## src/hdl/m2i_pkg.sv

```systemverilog
package m2i_pkg;

  // per-lane control that travels with each quotient
  typedef struct packed {
    logic active;  // determinant nonzero
    logic neg;     // quotient sign is negative
  } m2i_ctrl_t;

endpackage

```

## src/hdl/m2i_lane.sv

```systemverilog
module m2i_lane import m2i_pkg::*; #(
  parameter int DW = 16,
  parameter int FB = 8
) (
  input  logic                clk,
  input  logic                en,
  input  m2i_ctrl_t           ctrl,
  input  logic [DW-1:0]       num_mag,
  input  logic [2*DW-1:0]     den,
  output logic signed [DW-1:0] quot,
  output logic                sat
);

  localparam int NW = DW + 2*FB;
  localparam int CW = ((NW > 3*DW) ? NW : 3*DW) + 1;

  logic [NW-1:0] rem  [0:DW];
  logic [DW-1:0] qv   [0:DW];
  logic          ovf  [0:DW];
  m2i_ctrl_t     ctl  [0:DW];
  logic [2*DW-1:0] dv [0:DW];

  logic [CW-1:0] un_w;
  logic          ovf_w;

  assign un_w  = CW'(num_mag) << (2*FB);
  // quotient would need more than DW bits
  assign ovf_w = un_w >= (CW'(den) << DW);

  always_ff @(posedge clk) begin
    if (en) begin
      rem[0] <= NW'(un_w);
      qv[0]  <= '0;
      ovf[0] <= ovf_w;
      ctl[0] <= ctrl;
      dv[0]  <= den;
    end
  end

  // restoring division, one quotient bit per stage, msb first
  for (genvar k = 0; k < DW; k++) begin : g_step
    localparam int B = DW - 1 - k;
    logic [CW-1:0] sub;
    logic          ge;
    assign sub = CW'(dv[k]) << B;
    assign ge  = CW'(rem[k]) >= sub;
    always_ff @(posedge clk) begin
      if (en) begin
        rem[k+1] <= ge ? NW'(CW'(rem[k]) - sub) : rem[k];
        qv[k+1]  <= qv[k] | (ge ? (DW'(1) << B) : DW'(0));
        ovf[k+1] <= ovf[k];
        ctl[k+1] <= ctl[k];
        dv[k+1]  <= dv[k];
      end
    end
  end

  localparam logic [DW-1:0] MAXP = {1'b0, {(DW-1){1'b1}}};
  localparam logic [DW-1:0] MAXN = {1'b1, {(DW-1){1'b0}}};

  logic [DW-1:0] q;
  logic          negeff;
  assign q      = qv[DW];
  assign negeff = ctl[DW].neg && (ovf[DW] || (q != '0));

  always_ff @(posedge clk) begin
    if (en) begin
      if (!ctl[DW].active) begin
        quot <= '0;
        sat  <= 1'b0;
      end else if (ovf[DW]) begin
        quot <= negeff ? MAXN : MAXP;
        sat  <= 1'b1;
      end else if (negeff) begin
        quot <= (q > MAXN) ? MAXN : (DW'(0) - q);
        sat  <= q > MAXN;
      end else begin
        quot <= (q > MAXP) ? MAXP : q;
        sat  <= q > MAXP;
      end
    end
  end

endmodule
```

## config.mk

```make
export PLATFORM = sky130hd
export DESIGN_NAME = m2i_lane
export DESIGN_NICKNAME = d
export VERILOG_FILES = /design/src/hdl/m2i_pkg.sv /design/src/hdl/m2i_lane.sv
export SDC_FILE = /design/constraint.sdc
export NUM_CORES = 2
export LEC_CHECK = 0
export BUFFER_PORTS_ARGS = -buffer_cell sky130_fd_sc_hd__clkbuf_2
export CAP_MARGIN = 20
export CORE_MARGIN = 2
export CORE_UTILIZATION = 30
export CTS_BUF_LIST = sky130_fd_sc_hd__clkbuf_8
export CTS_CLUSTER_SIZE = 14
export DETAILED_ROUTE_END_ITERATION = 8
export REMOVE_ABC_BUFFERS = 1
export SETUP_SLACK_MARGIN = 0.5
export SYNTH_ARGS = -nofsm -noshare
export SYNTH_HDL_FRONTEND = slang
export SYNTH_SLANG_ARGS = --single-unit
```

## constraint.sdc

```tcl
create_clock -name clk -period 4.6 [get_ports clk]
set_input_delay 0.23 -clock clk [delete_from_list [all_inputs] [get_ports clk]]
set_output_delay 0.23 -clock clk [all_outputs]
set_load 0.05 [all_outputs]
```

**Word-level counts from Yosys, hierarchy flattened**

Memories as Yosys holds them, arrays and structs flattened.
Index checks and enable logic that the tools add are counted.

- Add/sub/neg operators: 17
- Order comparisons: 19
- Mux-type cells: 41
- Bitwise logic cells: 16
- Reduce and logical (&&, ||, !) cells: 3

Operators with widths:

| kind | number |
|---|---|
| 32-bit two-way mux | 16 |
| 32-bit subtractor | 16 |
| 16-bit two-way mux | 6 |
| 32-bit by 48-bit greater-or-equal comparator with 1-bit output | 1 |
| 32-bit by 47-bit greater-or-equal comparator with 1-bit output | 1 |
| 32-bit by 46-bit greater-or-equal comparator with 1-bit output | 1 |
| 32-bit by 45-bit greater-or-equal comparator with 1-bit output | 1 |
| 32-bit by 44-bit greater-or-equal comparator with 1-bit output | 1 |
| 32-bit by 43-bit greater-or-equal comparator with 1-bit output | 1 |
| 32-bit by 42-bit greater-or-equal comparator with 1-bit output | 1 |
| 32-bit by 41-bit greater-or-equal comparator with 1-bit output | 1 |
| 32-bit by 40-bit greater-or-equal comparator with 1-bit output | 1 |
| 32-bit by 39-bit greater-or-equal comparator with 1-bit output | 1 |
| 32-bit by 38-bit greater-or-equal comparator with 1-bit output | 1 |
| 32-bit by 37-bit greater-or-equal comparator with 1-bit output | 1 |
| 32-bit by 36-bit greater-or-equal comparator with 1-bit output | 1 |
| 32-bit by 35-bit greater-or-equal comparator with 1-bit output | 1 |
| 32-bit by 34-bit greater-or-equal comparator with 1-bit output | 1 |
| 32-bit by 33-bit greater-or-equal comparator with 1-bit output | 1 |
| 32-bit greater-or-equal comparator | 1 |
| 16-bit by 15-bit greater-than comparator with 1-bit output, second input constant | 1 |
| 16-bit greater-than comparator, second input constant | 1 |
| 16-bit by 1-bit bitwise OR with 16-bit output | 1 |
| 16-bit by 10-bit bitwise OR with 16-bit output | 1 |
| other kinds (33) | 37 |

- Flip-flop bits (word level): 17
- RAM bits: 1411
- Input bits: 52
- Output and inout port bits: 17
- Logic and storage cells: 103
- Memories: 5

Memory list:

| memory | depth | width | rd ports | clocked after memory_dff | write ports | line | RTL |
|---|---|---|---|---|---|---|---|
| dv | 17 | 32 | 16 | 0 | 17 | m2i_lane.sv:21 | `logic [2*DW-1:0] dv [0:DW];` |
| rem | 17 | 32 | 16 | 0 | 17 | m2i_lane.sv:17 | `logic [NW-1:0] rem [0:DW];` |
| qv | 17 | 16 | 17 | 0 | 17 | m2i_lane.sv:18 | `logic [DW-1:0] qv [0:DW];` |
| ctl | 17 | 2 | 17 | 0 | 17 | m2i_lane.sv:20 | `m2i_ctrl_t ctl [0:DW];` |
| ovf | 17 | 1 | 17 | 0 | 17 | m2i_lane.sv:19 | `logic ovf [0:DW];` |

**Longest topological paths before layout**

An unclocked memory read counts as a cell.

- Word-level depth: 6
- Gate-level depth with buffers: 14
- Mapped depth without buffers: 12

**Worst setup path after synthesis**

OpenSTA, ideal clock, no wires.

- Path type: register to register
- Start point: memory rem[0][419] (netlist name)
- End point: memory rem[0][463] (netlist name), data pin
- Setup time: 260 ps
- Data arrival time: 2937 ps
- Data required time: 4340 ps
- Slack: 1403 ps
- Cell stages (with the launch flop): 12
- Path buffers: 1
- Period minus slack after synthesis: 3197 ps
- Cells stage by stage: edfxtp_1 -> fa_1 -> a21o_1 -> a221oi_2 -> a21oi_2 -> a2111oi_4 -> a21oi_1 -> nor3_2 -> o21ai_1 -> a21oi_4 -> buf_6 -> mux2_2

RTL lines:

| what | line |
|---|---|
| start, declared | m2i_lane.sv:17 |

==> metrics.txt <==
dpl hpwl between 70000 and 80000 microns; core area roughly 190000 sq um; area grow syn2layout 13.7%; Tot GR Track Use between 10% and 20%; top_reg_cell synth edfxtp_1; Util after Layout 34.3%; grt ovf 0; die span in x between 400 and 500 microns; DR WL/cell roughly 14 microns; CTS buffer count 174; CP endpoint kind flip-flop; yosys warns 0; setup skew after layout between 0.04 and 0.05 ns; initial antenna violation count 1; # fillers around 18000; synthesized area per cell 12.1 sq um; layout cell share with drive strength beyond 1 approximately a tenth; DR vias 35900; I/O Buffers 68; Cell Rows 160; Tmin final 3.87 ns; Gate Count Post-Synth between 4000 and 5000; setup_tns 0 ns; # clock sinks about 1100; Max Cap Viol 0; final hold violation count 0; Design Area, Final around 65000 sq um; Worst Max-Slew Pin Slew 0.976 ns; first-pass GRT wire length approximately 180000 microns; fmax 259 MHz; max-slew violations 0; pin count of the biggest net entering global routing 140; sequential area share after synthesis a little under three fifths; later-pin clock latency in the skew report approximately 0.89 ns; number of global-route vias before repair approximately 37000; final wirelength 109000 microns; Worst Setup Start Kind flip-flop; Async S/R FF share, synth 0%; H-tree depth 4; final setup fails 0; power density over cell area 358 nW/um^2; final std cells w/o fill ~7700; Final Wtd Congestion a little over 0.9; Initial Utilization 30.2%; CP Class reg -> reg; # IOs between 60 and 70; mapped cell area 57300 sq um; clock slew at reported path FFs roughly 0.06 ns; Worst Path Max Fanout 16; drt via density 4.68; Placed Cells a little over 7000; drt drc 0; drt pass-1 iters 5; Antenna Nets Post-Route 0; die span in y between 400 and 500 microns; Final Cycle Share a little over four fifths; WP data arrival between 4 and 5 ns; outcome finished, final reports clean; violation count after the first detailed-route iteration approximately 1900; Slew HR 34.0%; hold crit path type in -> reg; TritonCTS clock tree done; Cell variety after synth a little over 90; dpl cell area 60900 sq um; worst ir drop on vdd ~250 uV; EDFF count, synth ~1100; area occupied by multi-input gates 22300 sq um; Longest Clk Path Bufs 3; CP required between 5 and 6 ns; LEAKAGE approximately 26 nW; Final Net Count about 5500; FF/Latch Area approximately 33000 sq um; unrepaired setup endpoints after global routing false; register bit total from synthesis between 1000 and 1500; Clock Tree Root clkbuf_8; die area between 150000 and 200000 sq um
==> where the power goes <==
group | switching [mW] | internal [mW]
clock network | 3.83 | 3.91
logic | 2.03 | 1.52
registers | 0.323 | 11.7
==> registers in the layout, indices dropped and copies added, names as in the netlist <==
| register | flops |
|---|---|
| ctl | 34 |
| quot | 16 |
| rem | 376 |
| ovf | 17 |
| dv | 512 |
| qv | 136 |
| sat | 1 |
==> final timing paths <==
path / start / to / slack, ns / cells after the start
max: dv[0][416]$_DFFE_PP_ / rem[0][455]$_DFFE_PP_ / 0.73 / 12
max reg2reg: dv[0][416]$_DFFE_PP_ / rem[0][455]$_DFFE_PP_ / 0.73 / 12
min reg2reg: qv[0][95]$_DFFE_PP_ / qv[0][111]$_DFFE_PP_ / 0.41 / 0
min: ctrl[1] / ctl[0][1]$_DFFE_PP_ / 0.12 / 2
==> synthesized netlist by cell type (10+ instances only) <==
cell,count,area (sq um)
o2111ai_1,10,87.6
o211ai_1,17,128
a21boi_0,23,173
and2_1,15,93.8
nor2b_1,46,288
mux2_2,149,1680
buf_2,19,95.1
nand4_1,55,344
inv_1,511,1920
and3_1,32,200
o21bai_1,37,278
a211oi_1,30,225
a21oi_1,336,1680
xnor2_1,178,1560
o21ai_0,300,1500
or3_1,17,106
nand2b_1,52,325
mux2_1,23,259
o21ai_1,12,60.1
nand3_1,62,310
o31ai_1,46,345
nor4_1,36,225
fa_1,15,300
a31oi_1,34,213
xor2_1,107,937
edfxtp_1,1092,32800
clkbuf_1,54,203
a211o_1,12,105
nand2_1,299,1120
o31a_1,14,123
o21a_1,70,526
a21o_1,167,1250
ha_1,408,5100
nor2_1,217,815
nor3_1,56,280
or2_2,19,119
==> cells by family after synthesis <==
family,after synthesis,synth area share [%]
flip-flops,1092,57.2
buffers and inverters,594,4.01
multiplexers,182,3.57
AO/OA/AOI/OAI,1206,13.4
adder cells (fa/ha/maj),423,9.43
XOR/XNOR,285,4.36
AND/OR/NAND/NOR,947,8.00
==> metal layers <==
layer	up-vias	GRT usage, %	share of wire, %
li1	18100	-	-
met1	16800	12.6	42
met2	731	20.1	50
met3	302	2.15	3.9
met4	0	5.55	4.0
met5	-	0	0
==> critical path, cell delays in order, from the launching register on <==
cell	delay (ns)
edfxtp_1	0.39
inv_1	0.10
fa_1	0.44
a21o_1	0.23
a221oi_2	0.35
a21oi_2	0.16
a2111oi_4	0.45
a21oi_1	0.15
nor3_2	0.13
o21ai_1	0.12
a21oi_4	0.51
buf_12	0.23
mux2_1	0.34
==> per-stage QoR <==
step / worst slack (ns) / hold WS, ns / total power [mW]
2_1_floorplan: 0.500 / 0.329 / 14.7
3_3_place_gp: 0.791 / 0.401 / 15.6
3_5_place_dp: 0.726 / 0.405 / 15.7
4_1_cts: 0.706 / 0.0243 / 23.6
5_1_grt: 0.507 / 0.0671 / 24.6
6_report: 0.733 / 0.123 / 23.3
==> layout make-up <==
| class | instances | share of cell area (%) |
|---|---|---|
| tap | 2511 | 4.82 |
| clock buffer | 176 | 3.72 |
| clock inverter | 136 | 1.19 |
| antenna | 3 | 0.0115 |
| multi-input combinational | 3043 | 34.2 |
| inverter | 512 | 2.95 |
| timing repair buffer | 211 | 2.76 |
| sequential | 1092 | 50.4 |
==> cells in the final DEF (no fill, tap or decap), types with 100 or more instances in the layout <==
master	Yosys	routed
edfxtp_1	1092	1092
inv_1	511	562
ha_1	408	408
a21oi_1	336	335
o21ai_0	300	300
nand2_1	299	299
nor2_1	217	217
xnor2_1	178	178
clkbuf_8	0	176
a21o_1	167	166
mux2_2	149	149
xor2_1	107	107
dlygate4sd3_1	0	100
==> what timing repair did <==
item	4_1_cts	5_1_grt
endpoints found under the hold margin	113	0
resized for setup	0	1
endpoints found under the setup margin	0	3
hold buffers	100	0
buffers inserted	0	0
No activity file was read; power rests on OpenSTA's default activity.
